--- config.mk ---
export PLATFORM = sky130hd
export DESIGN_NAME = stereo_channel_mixer_flat
export DESIGN_NICKNAME = d
export VERILOG_FILES = /design/src/scm_pkg.sv /design/src/scm_in_if.sv /design/src/scm_out_if.sv /design/src/scm_cfg_if.sv /design/src/scm_lane.sv /design/src/scm_datapath.sv /design/src/scm_ctrl.sv /design/src/stereo_channel_mixer.sv /design/src/flat_wrapper.sv
export SDC_FILE = /design/constraint.sdc
export NUM_CORES = 2
export LEC_CHECK = 0
export ABC_CLOCK_PERIOD_IN_PS = 25600
export BUFFER_PORTS_ARGS = -buffer_cell sky130_fd_sc_hd__buf_2
export CAP_MARGIN = 20
export CELL_PAD_IN_SITES_DETAIL_PLACEMENT = 1
export CELL_PAD_IN_SITES_GLOBAL_PLACEMENT = 1
export CORE_MARGIN = 2
export CORE_UTILIZATION = 55
export CTS_CLUSTER_DIAMETER = 40
export DETAILED_ROUTE_END_ITERATION = 12
export MAX_ROUTING_LAYER = met4
export PLACE_DENSITY = 0.95
export SKIP_LAST_GASP = 1
export SLEW_MARGIN = 20
export SYNTH_ARGS = -nofsm -noshare
export SYNTH_HDL_FRONTEND = slang
export SYNTH_HIERARCHICAL = 1
export SYNTH_SLANG_ARGS = --single-unit
--- constraint.sdc ---
create_clock -name clk -period 25.6 [get_ports clk]
set_input_delay 5.12 -clock clk [delete_from_list [all_inputs] [get_ports clk]]
set_output_delay 5.12 -clock clk [all_outputs]
set_load 0.1 [all_outputs]
--- src/scm_pkg.sv ---
// shared types and constants of the stereo channel mixer
`timescale 1ns / 1ps

package scm_pkg;

  // sample and gain widths
  localparam int SAMPLE_W   = 16;
  localparam int GAIN_W     = 8;

  // volume scale; full scale is a power of two, so the divide is a shift
  localparam int MAX_VOLUME = 128;
  localparam int VOL_SHIFT  = $clog2(MAX_VOLUME);

  // pan gain that means unity
  localparam int PAN_UNITY  = 255;

  // effective channel volume: up to 255 * 255 / MAX_VOLUME
  localparam int VOL_W      = $clog2((PAN_UNITY * PAN_UNITY) / MAX_VOLUME + 1);

  // sample times gain, signed
  localparam int SP_W       = SAMPLE_W + GAIN_W;
  // full product sample * gain * volume, signed
  localparam int PROD_W     = SP_W + VOL_W + 1;
  // magnitude after the volume shift
  localparam int MAG_W      = PROD_W - 2 - VOL_SHIFT;

  // divide by PAN_UNITY through a reciprocal: 2^32 / 255 rounded down
  localparam int RECIP_SHIFT = 32;
  localparam logic [RECIP_SHIFT-1:0] RECIP_M = 32'h0101_0101;
  localparam int RPROD_W    = MAG_W + RECIP_SHIFT;
  localparam int QUO_W      = MAG_W - GAIN_W + 1;

  // accumulate width before saturation
  localparam int SUM_W      = QUO_W + 2;
  localparam logic signed [SUM_W-1:0] SUM_MAX = SUM_W'(32767);
  localparam logic signed [SUM_W-1:0] SUM_MIN = -SUM_W'(32768);

  // controller states
  typedef enum logic [1:0] {
    S_IDLE,
    S_SCALE,
    S_RECIP,
    S_SUM
  } scm_state_t;

  // commands from controller to datapath
  typedef struct packed {
    logic load;
    logic acc_we;
    logic emit;
  } scm_cmd_t;

endpackage

--- src/scm_in_if.sv ---
// input request channel of the stereo channel mixer
`timescale 1ns / 1ps

interface scm_in_if;
  logic        valid;
  logic        ready;
  logic        req_type;
  logic        start_frame;
  logic        last_of_frame;
  logic [15:0] sample_left;
  logic [15:0] sample_right;
  logic [7:0]  channel_volume;
  logic [7:0]  sound_volume;
  logic [7:0]  left_pan;
  logic [7:0]  right_pan;

  modport source (
    output valid, req_type, start_frame, last_of_frame, sample_left, sample_right,
           channel_volume, sound_volume, left_pan, right_pan,
    input  ready
  );
  modport sink (
    input  valid, req_type, start_frame, last_of_frame, sample_left, sample_right,
           channel_volume, sound_volume, left_pan, right_pan,
    output ready
  );
endinterface

--- src/scm_out_if.sv ---
// result channel of the stereo channel mixer
`timescale 1ns / 1ps

interface scm_out_if;
  logic        valid;
  logic        ready;
  logic [15:0] mix_left;
  logic [15:0] mix_right;

  modport source (output valid, mix_left, mix_right, input ready);
  modport sink (input valid, mix_left, mix_right, output ready);
endinterface

--- src/scm_cfg_if.sv ---
// configuration write channel of the stereo channel mixer
`timescale 1ns / 1ps

interface scm_cfg_if;
  logic       valid;
  logic       ready;
  logic [7:0] music_volume;

  modport source (output valid, music_volume, input ready);
  modport sink (input valid, music_volume, output ready);
endinterface

--- src/scm_lane.sv ---
// one side of the mix datapath: scale, divide, accumulate, saturate
`timescale 1ns / 1ps

module scm_lane import scm_pkg::*; (
  input  logic                       clk,
  input  logic                       rst_n,
  input  scm_cmd_t                   cmd,
  input  logic signed [SAMPLE_W-1:0] sample,
  input  logic        [GAIN_W-1:0]   gain,
  input  logic        [VOL_W-1:0]    vol_r,
  input  logic                       clr_r,
  output logic signed [SAMPLE_W-1:0] mix
);

  logic signed [SP_W-1:0]     sp_r, sp_nxt;
  logic signed [PROD_W-1:0]   prod;
  logic        [PROD_W-1:0]   mag;
  logic        [MAG_W-1:0]    n_r, n_nxt;
  logic                       neg_r, neg_nxt;
  logic        [RPROD_W-1:0]  rprod;
  logic        [QUO_W-1:0]    q_r, q_nxt;
  logic        [MAG_W-1:0]    q_ext;
  logic        [MAG_W-1:0]    rem;
  logic        [QUO_W-1:0]    q_fix;
  logic signed [SUM_W-1:0]    term;
  logic signed [SUM_W-1:0]    base;
  logic signed [SUM_W-1:0]    sum;
  logic signed [SAMPLE_W-1:0] acc_r, acc_nxt;
  logic signed [SAMPLE_W-1:0] mix_r;

  // sample times pan or music gain
  assign sp_nxt = SP_W'(sample) * $signed({1'b0, gain});

  // times volume, then magnitude over full volume scale
  always_comb begin
    prod    = sp_r * $signed({1'b0, vol_r});
    neg_nxt = prod[PROD_W-1];
    mag     = neg_nxt ? PROD_W'(-prod) : PROD_W'(prod);
    n_nxt   = mag[VOL_SHIFT +: MAG_W];
  end

  // reciprocal estimate of n / 255, at most one low
  always_comb begin
    rprod = RPROD_W'(n_r) * RPROD_W'(RECIP_M);
    q_nxt = rprod[RECIP_SHIFT +: QUO_W];
  end

  // correct the estimate, restore sign, accumulate and saturate
  always_comb begin
    q_ext = MAG_W'(q_r);
    rem   = n_r - ((q_ext << GAIN_W) - q_ext);
    q_fix = q_r + QUO_W'(rem >= MAG_W'(PAN_UNITY));
    term  = neg_r ? -$signed({2'b00, q_fix}) : $signed({2'b00, q_fix});
    base  = clr_r ? '0 : {{(SUM_W-SAMPLE_W){acc_r[SAMPLE_W-1]}}, acc_r};
    sum   = base + term;
    if (sum > SUM_MAX) begin
      acc_nxt = SAMPLE_W'(SUM_MAX);
    end else if (sum < SUM_MIN) begin
      acc_nxt = SAMPLE_W'(SUM_MIN);
    end else begin
      acc_nxt = sum[SAMPLE_W-1:0];
    end
  end

  always_ff @(posedge clk) begin
    if (cmd.load) begin
      sp_r <= sp_nxt;
    end
    n_r   <= n_nxt;
    neg_r <= neg_nxt;
    q_r   <= q_nxt;
    if (cmd.emit) begin
      mix_r <= acc_nxt;
    end
  end

  always_ff @(posedge clk) begin
    if (!rst_n) begin
      acc_r <= '0;
    end else if (cmd.acc_we) begin
      acc_r <= acc_nxt;
    end
  end

  assign mix = mix_r;

endmodule

--- src/scm_datapath.sv ---
// mixer datapath: music gain register, volume, two lanes
`timescale 1ns / 1ps

module scm_datapath import scm_pkg::*; (
  input  logic                       clk,
  input  logic                       rst_n,
  input  scm_cmd_t                   cmd,
  input  logic                       cfg_we,
  input  logic        [GAIN_W-1:0]   cfg_music_volume,
  input  logic                       req_type,
  input  logic                       start_frame,
  input  logic signed [SAMPLE_W-1:0] sample_left,
  input  logic signed [SAMPLE_W-1:0] sample_right,
  input  logic        [GAIN_W-1:0]   channel_volume,
  input  logic        [GAIN_W-1:0]   sound_volume,
  input  logic        [GAIN_W-1:0]   left_pan,
  input  logic        [GAIN_W-1:0]   right_pan,
  output logic signed [SAMPLE_W-1:0] mix_left,
  output logic signed [SAMPLE_W-1:0] mix_right
);

  logic [GAIN_W-1:0]     music_vol_r;
  logic [GAIN_W-1:0]     eff_vol;
  logic [2*GAIN_W-1:0]   vol_prod;
  logic [VOL_W-1:0]      vol_r, vol_nxt;
  logic                  clr_r, clr_nxt;
  logic [GAIN_W-1:0]     gain_left, gain_right;

  // music runs through the channel path at unity volume with its gain as pan
  always_comb begin
    eff_vol    = (sound_volume == '0) ? GAIN_W'(MAX_VOLUME) : sound_volume;
    vol_prod   = channel_volume * eff_vol;
    vol_nxt    = req_type ? VOL_W'(vol_prod >> VOL_SHIFT) : VOL_W'(PAN_UNITY);
    gain_left  = req_type ? left_pan  : music_vol_r;
    gain_right = req_type ? right_pan : music_vol_r;
    clr_nxt    = !req_type || start_frame;
  end

  always_ff @(posedge clk) begin
    if (!rst_n) begin
      music_vol_r <= GAIN_W'(MAX_VOLUME);
    end else if (cfg_we) begin
      music_vol_r <= cfg_music_volume;
    end
  end

  always_ff @(posedge clk) begin
    if (cmd.load) begin
      vol_r <= vol_nxt;
      clr_r <= clr_nxt;
    end
  end

  scm_lane u_lane_left (
    .clk    (clk),
    .rst_n  (rst_n),
    .cmd    (cmd),
    .sample (sample_left),
    .gain   (gain_left),
    .vol_r  (vol_r),
    .clr_r  (clr_r),
    .mix    (mix_left)
  );

  scm_lane u_lane_right (
    .clk    (clk),
    .rst_n  (rst_n),
    .cmd    (cmd),
    .sample (sample_right),
    .gain   (gain_right),
    .vol_r  (vol_r),
    .clr_r  (clr_r),
    .mix    (mix_right)
  );

endmodule

--- src/scm_ctrl.sv ---
// mixer controller: step sequencing and output slot
`timescale 1ns / 1ps

module scm_ctrl import scm_pkg::*; (
  input  logic     clk,
  input  logic     rst_n,
  input  logic     in_valid,
  input  logic     in_last,
  output logic     in_ready,
  output logic     out_valid,
  input  logic     out_ready,
  output scm_cmd_t cmd
);

  scm_state_t state_r, state_nxt;
  logic       last_r;
  logic       out_valid_r, out_valid_nxt;
  logic       out_free;

  assign out_free = !out_valid_r || out_ready;

  // next state
  always_comb begin
    state_nxt = state_r;
    case (state_r)
      S_IDLE:  if (in_valid) state_nxt = S_SCALE;
      S_SCALE: state_nxt = S_RECIP;
      S_RECIP: state_nxt = S_SUM;
      S_SUM:   if (!last_r || out_free) state_nxt = S_IDLE;
      default: state_nxt = S_IDLE;
    endcase
  end

  // outputs
  always_comb begin
    in_ready   = 1'b0;
    cmd        = '0;
    case (state_r)
      S_IDLE: begin
        in_ready = 1'b1;
        cmd.load = in_valid;
      end
      S_SUM: begin
        cmd.acc_we = !last_r || out_free;
        cmd.emit   = last_r && out_free;
      end
      default: begin
        in_ready = 1'b0;
      end
    endcase
  end

  always_comb begin
    if (cmd.emit) begin
      out_valid_nxt = 1'b1;
    end else if (out_ready) begin
      out_valid_nxt = 1'b0;
    end else begin
      out_valid_nxt = out_valid_r;
    end
  end

  always_ff @(posedge clk) begin
    if (!rst_n) begin
      state_r     <= S_IDLE;
      out_valid_r <= 1'b0;
      last_r      <= 1'b0;
    end else begin
      state_r     <= state_nxt;
      out_valid_r <= out_valid_nxt;
      if (cmd.load) begin
        last_r <= in_last;
      end
    end
  end

  assign out_valid = out_valid_r;

`ifndef ASSERT_OFF
  a_accept_starts: assert property (@(posedge clk) disable iff (!rst_n)
    (in_valid && in_ready) |=> (state_r == S_SCALE))
    else $error("accepted request did not start the scale step");

  a_emit_free: assert property (@(posedge clk) disable iff (!rst_n)
    cmd.emit |-> (!out_valid_r || out_ready))
    else $error("result written over an untaken result");

  a_no_last_no_stall: assert property (@(posedge clk) disable iff (!rst_n)
    (state_r == S_SUM && !last_r) |-> (cmd.acc_we && !cmd.emit))
    else $error("request without frame end stalled or emitted");

  a_valid_from_sum: assert property (@(posedge clk) disable iff (!rst_n)
    $rose(out_valid_r) |-> $past(state_r == S_SUM && last_r))
    else $error("result appeared outside the sum step of a frame end");
`endif

endmodule

--- src/stereo_channel_mixer.sv ---
// top level of the stereo channel mixer
`timescale 1ns / 1ps

// channel  | dir | handshake    | payload
// in_ch    | in  | valid/ready  | req_type, start_frame, last_of_frame, samples, volumes, pans
// out_ch   | out | valid/ready  | mix_left, mix_right (saturated 16-bit)
// cfg_ch   | in  | valid/ready  | music_volume, always ready
//
// each request runs through the steps: accept with gain and volume products, full product
// and shift, reciprocal multiply for the divide by 255, correct/accumulate/saturate
// the fourth step stalls only on a frame end while the output slot is still full
// synchronous active-low reset clears accumulator and controller, sets music_volume to 128
// a waiting result does not block the next request; the output register holds it

module stereo_channel_mixer import scm_pkg::*; (
  input logic     clk,
  input logic     rst_n,
  scm_in_if.sink  in_ch,
  scm_out_if.source out_ch,
  scm_cfg_if.sink cfg_ch
);

  scm_cmd_t cmd;
  logic     in_ready;
  logic     out_valid;
  logic signed [SAMPLE_W-1:0] mix_left, mix_right;

  // user makes config writes only while idle; block does not enforce it; port always ready
  assign cfg_ch.ready = 1'b1;

  scm_ctrl u_ctrl (
    .clk       (clk),
    .rst_n     (rst_n),
    .in_valid  (in_ch.valid),
    .in_last   (in_ch.last_of_frame),
    .in_ready  (in_ready),
    .out_valid (out_valid),
    .out_ready (out_ch.ready),
    .cmd       (cmd)
  );

  // music and channel requests share both lanes; music is a channel at unity
  // volume whose pan gain is music_volume, starting from zero
  scm_datapath u_datapath (
    .clk              (clk),
    .rst_n            (rst_n),
    .cmd              (cmd),
    .cfg_we           (cfg_ch.valid),
    .cfg_music_volume (cfg_ch.music_volume),
    .req_type         (in_ch.req_type),
    .start_frame      (in_ch.start_frame),
    .sample_left      ($signed(in_ch.sample_left)),
    .sample_right     ($signed(in_ch.sample_right)),
    .channel_volume   (in_ch.channel_volume),
    .sound_volume     (in_ch.sound_volume),
    .left_pan         (in_ch.left_pan),
    .right_pan        (in_ch.right_pan),
    .mix_left         (mix_left),
    .mix_right        (mix_right)
  );

  assign in_ch.ready      = in_ready;
  assign out_ch.valid     = out_valid;
  assign out_ch.mix_left  = mix_left;
  assign out_ch.mix_right = mix_right;

endmodule

--- src/flat_wrapper.sv ---
// flat-port wrapper written by rule: the top's interface ports become plain ports
module stereo_channel_mixer_flat import scm_pkg::*;
  (clk, rst_n, in_ch_valid, in_ch_req_type, in_ch_start_frame, in_ch_last_of_frame, in_ch_sample_left, in_ch_sample_right, in_ch_channel_volume, in_ch_sound_volume, in_ch_left_pan, in_ch_right_pan, in_ch_ready, out_ch_valid, out_ch_mix_left, out_ch_mix_right, out_ch_ready, cfg_ch_valid, cfg_ch_music_volume, cfg_ch_ready);
  scm_in_if in_ch_i ();
  scm_out_if out_ch_i ();
  scm_cfg_if cfg_ch_i ();
  input logic clk;
  input logic rst_n;
  input wire logic [$bits(in_ch_i.valid)-1:0] in_ch_valid;
  input wire logic [$bits(in_ch_i.req_type)-1:0] in_ch_req_type;
  input wire logic [$bits(in_ch_i.start_frame)-1:0] in_ch_start_frame;
  input wire logic [$bits(in_ch_i.last_of_frame)-1:0] in_ch_last_of_frame;
  input wire logic [$bits(in_ch_i.sample_left)-1:0] in_ch_sample_left;
  input wire logic [$bits(in_ch_i.sample_right)-1:0] in_ch_sample_right;
  input wire logic [$bits(in_ch_i.channel_volume)-1:0] in_ch_channel_volume;
  input wire logic [$bits(in_ch_i.sound_volume)-1:0] in_ch_sound_volume;
  input wire logic [$bits(in_ch_i.left_pan)-1:0] in_ch_left_pan;
  input wire logic [$bits(in_ch_i.right_pan)-1:0] in_ch_right_pan;
  output wire logic [$bits(in_ch_i.ready)-1:0] in_ch_ready;
  output wire logic [$bits(out_ch_i.valid)-1:0] out_ch_valid;
  output wire logic [$bits(out_ch_i.mix_left)-1:0] out_ch_mix_left;
  output wire logic [$bits(out_ch_i.mix_right)-1:0] out_ch_mix_right;
  input wire logic [$bits(out_ch_i.ready)-1:0] out_ch_ready;
  input wire logic [$bits(cfg_ch_i.valid)-1:0] cfg_ch_valid;
  input wire logic [$bits(cfg_ch_i.music_volume)-1:0] cfg_ch_music_volume;
  output wire logic [$bits(cfg_ch_i.ready)-1:0] cfg_ch_ready;
  assign in_ch_i.valid = in_ch_valid;
  assign in_ch_i.req_type = in_ch_req_type;
  assign in_ch_i.start_frame = in_ch_start_frame;
  assign in_ch_i.last_of_frame = in_ch_last_of_frame;
  assign in_ch_i.sample_left = in_ch_sample_left;
  assign in_ch_i.sample_right = in_ch_sample_right;
  assign in_ch_i.channel_volume = in_ch_channel_volume;
  assign in_ch_i.sound_volume = in_ch_sound_volume;
  assign in_ch_i.left_pan = in_ch_left_pan;
  assign in_ch_i.right_pan = in_ch_right_pan;
  assign in_ch_ready = in_ch_i.ready;
  assign out_ch_valid = out_ch_i.valid;
  assign out_ch_mix_left = out_ch_i.mix_left;
  assign out_ch_mix_right = out_ch_i.mix_right;
  assign out_ch_i.ready = out_ch_ready;
  assign cfg_ch_i.valid = cfg_ch_valid;
  assign cfg_ch_i.music_volume = cfg_ch_music_volume;
  assign cfg_ch_ready = cfg_ch_i.ready;
  stereo_channel_mixer u_core (.clk(clk), .rst_n(rst_n), .in_ch(in_ch_i), .out_ch(out_ch_i), .cfg_ch(cfg_ch_i));
endmodule
==> impl_metrics.tcl <==
set metrics [dict create \
    start_kind "input pin" \
    tns_ps 0 \
    avgViaCountPerCell 6.562 \
    crit_path_max_fanout 30 \
    cts.sinks 222 \
    cp.required_ps 25970 \
    final_common_cell "inv_1" \
    setup_viol 0 \
    nets 6789 \
    core_area_sq_um 84880 \
    multiInputGateArea_sq_um 37350 \
    synthArstFlopShare_pct 0 \
    cts_tree "built" \
    drc_errors 0 \
    cts_buffers 49 \
    synthFlopType "dfxtp_1" \
    syn-num-nets 6719 \
    cap_violations 0 \
    ys_warn_count 6 \
    wl_per_cell_um 28.17 \
    worstMarginPinSlew_ps 1063 \
    area_growth_pct 7.095 \
    gr-total-overflow 0 \
    clock_latency_ps 660 \
    drt_first_pass_iters 6 \
    ant_nets 0 \
    drv_slew 0 \
    start_util_pct 55.35 \
    cp-end-kind "flip-flop" \
    io_pins 115 \
    grt_pass1_wl_um 285300 \
    io_buffers 113 \
    fillCellCount 9933 \
    synth.avg_cell_area_sq_um 8.791 \
    fin_crit_ps 12510 \
    die_y_um 296.3 \
    timing.final.crit_share_pct 48.88 \
    hold_path_class "flip-flop to flip-flop" \
    hold_viol 0 \
    outcome "completed" \
    hold_buffers 0 \
    syn_area_sq_um 46980 \
    drive_gt1_share_pct 5.575 \
    rsz0062_at_grt "no" \
    gp_congestion 0.9231 \
    first_global_vias 49420 \
    die_area_sq_um 87770 \
    grt_max_degree 60 \
    fmax_mhz 79.92 \
    synth_seq_cells 222 \
    cts-root-buf "clkbuf_16" \
    synthCells 5344 \
    antenna_found_initial 3 \
    clk_path_buf_depth 3 \
    synth_edf_count 90 \
    worstSetupPathType "input pin to flip-flop" \
    grt.total_usage_pct 43.78 \
    slew_headroom_pct 27.27 \
    ys_types 108 \
    wirelength_um 185900 \
    seq_area_sq_um 5345 \
    num_rows 107 \
    ys_seq_area_share_pct 11.38 \
    cts.clk_slew.worst_paths_ps 60 \
    final_cell_mix "inv_1, ha_1, fa_1" \
    cts_resized 0 \
    num_vias 43310 \
    die_w_um 296.3 \
    dpl.hpwl_um 125100 \
    worstPathArrival_ps 12880 \
    ctsHtreeMaxLevel 2 \
    finClkSkew_ps 47.02 \
    post-cts-setup-buffer-count 0 \
    drt_iter0_drc 3735 \
]
[layout make-up]
type | instances | share of cell area, %
Inverter | 1016 | 7.580
Timing Repair Buffer | 132 | 1.408
Clock buffer | 53 | 2.552
Sequential cell | 222 | 10.62
Multi-Input combinational cell | 3993 | 74.25
Clock inverter | 37 | 0.7312
Tap cell | 1144 | 2.845
Antenna cell | 3 | 0.01492
[synthesized netlist by cell type, types with 73 or more instances]
library cell / count / area, sq um
a21oi_1: 191 / 955.9
and2_1: 502 / 3141
clkbuf_1: 93 / 349.1
dfxtp_1: 132 / 2643
edfxtp_1: 90 / 2703
fa_1: 643 / 12870
ha_1: 652 / 8158
inv_1: 1014 / 3806
nand2_1: 516 / 1937
nand3_1: 85 / 425.4
nor2_1: 184 / 690.7
nor2b_1: 76 / 475.5
nor3_1: 73 / 365.4
o21ai_0: 151 / 755.7
xnor2_1: 230 / 2014
[routing by layer]
metal	GRT usage, %	part of all wire, %	wire [um]	up-vias
met5	-	0	0	-
met4	36.10	9.8	18270	0
met3	10.09	8.2	15170	1427
met2	72.67	49	90240	3069
met1	44.01	33	62230	21380
li1	-	-	-	17440
[state kept, by name, indices dropped and copies added (netlist names), 18 cells and up]
name and cells:
u_core/u_datapath/u_lane_right/n_r 25, u_core/u_datapath/u_lane_right/sp_r 24, u_core/u_datapath/u_lane_left/n_r 25, u_core/u_datapath/u_lane_left/sp_r 24, u_core/u_datapath/u_lane_right/q_r 18, u_core/u_datapath/u_lane_left/q_r 18
[critical path, stage by stage]
cell and delay (ps):
buf_2 80, buf_4 330, clkinv_1 380, nand2_1 220, nand2_1 420, nand2_1 290
fa_1 450, fa_1 550, inv_1 70, ha_1 280, inv_1 60, fa_1 640
inv_1 70, ha_1 290, a21o_1 180, a21oi_1 300, o21ai_0 250, a2111oi_0 930
o31ai_1 300, nor4_1 370, o31ai_1 220, or4_1 480, a31o_2 270, a21oi_1 220
xnor2_1 100
[logic make-up after synthesis]
logic type / after synthesis / synth area share [%]
buffers and inverters: 1129 / 9.146
AND/OR/NAND/NOR: 1650 / 18.31
AO/OA/AOI/OAI: 722 / 10.22
multiplexers: 28 / 0.6232
XOR/XNOR: 297 / 5.553
adder cells (fa/ha/maj): 1295 / 44.77
other: 1 / 0.007983
flip-flops: 222 / 11.38
[path summary, 6_finish.rpt]
path | depth (start not counted) | slack (ps) | startpoint | endpoint
max | 25 | 13090 | in_ch_req_type | u_core/u_datapath/u_lane_left/sp_r[23]$_DFFE_PP_
max reg2reg | 36 | 14450 | u_core/u_datapath/u_lane_left/q_r[3]$_DFF_P_ | u_core/u_datapath/u_lane_left/acc_r[3]$_SDFFE_PN0P_
min | 1 | 490 | u_core/u_datapath/u_lane_right/acc_r[14]$_SDFFE_PN0P_ | u_core/u_datapath/u_lane_right/acc_r[14]$_SDFFE_PN0P_
min reg2reg | 1 | 490 | u_core/u_datapath/u_lane_right/acc_r[14]$_SDFFE_PN0P_ | u_core/u_datapath/u_lane_right/acc_r[14]$_SDFFE_PN0P_
[stage by stage]
| step | instances | utilization, % | worst slack [ps] | hold WS (ps) | cell area, sq um |
|---|---|---|---|---|---|
| finish | 6600 | 59.27 | 13090 | 486.0 | 50310 |
| global route | 6600 | 59.27 | 13030 | 515.3 | 50310 |
| CTS | 6597 | 59.26 | 13290 | 490.9 | 50300 |
| detailed placement | 6507 | 57.32 | 13030 | 468.2 | 48650 |
| global placement | 6507 | 57.32 | 13810 | 459.9 | 48650 |
| floorplan | 5344 | - | 14520 | 440.0 | 46980 |
Power is not shown: default switching activity piles up to over one toggle a cycle in this logic, so the estimate is an artifact.
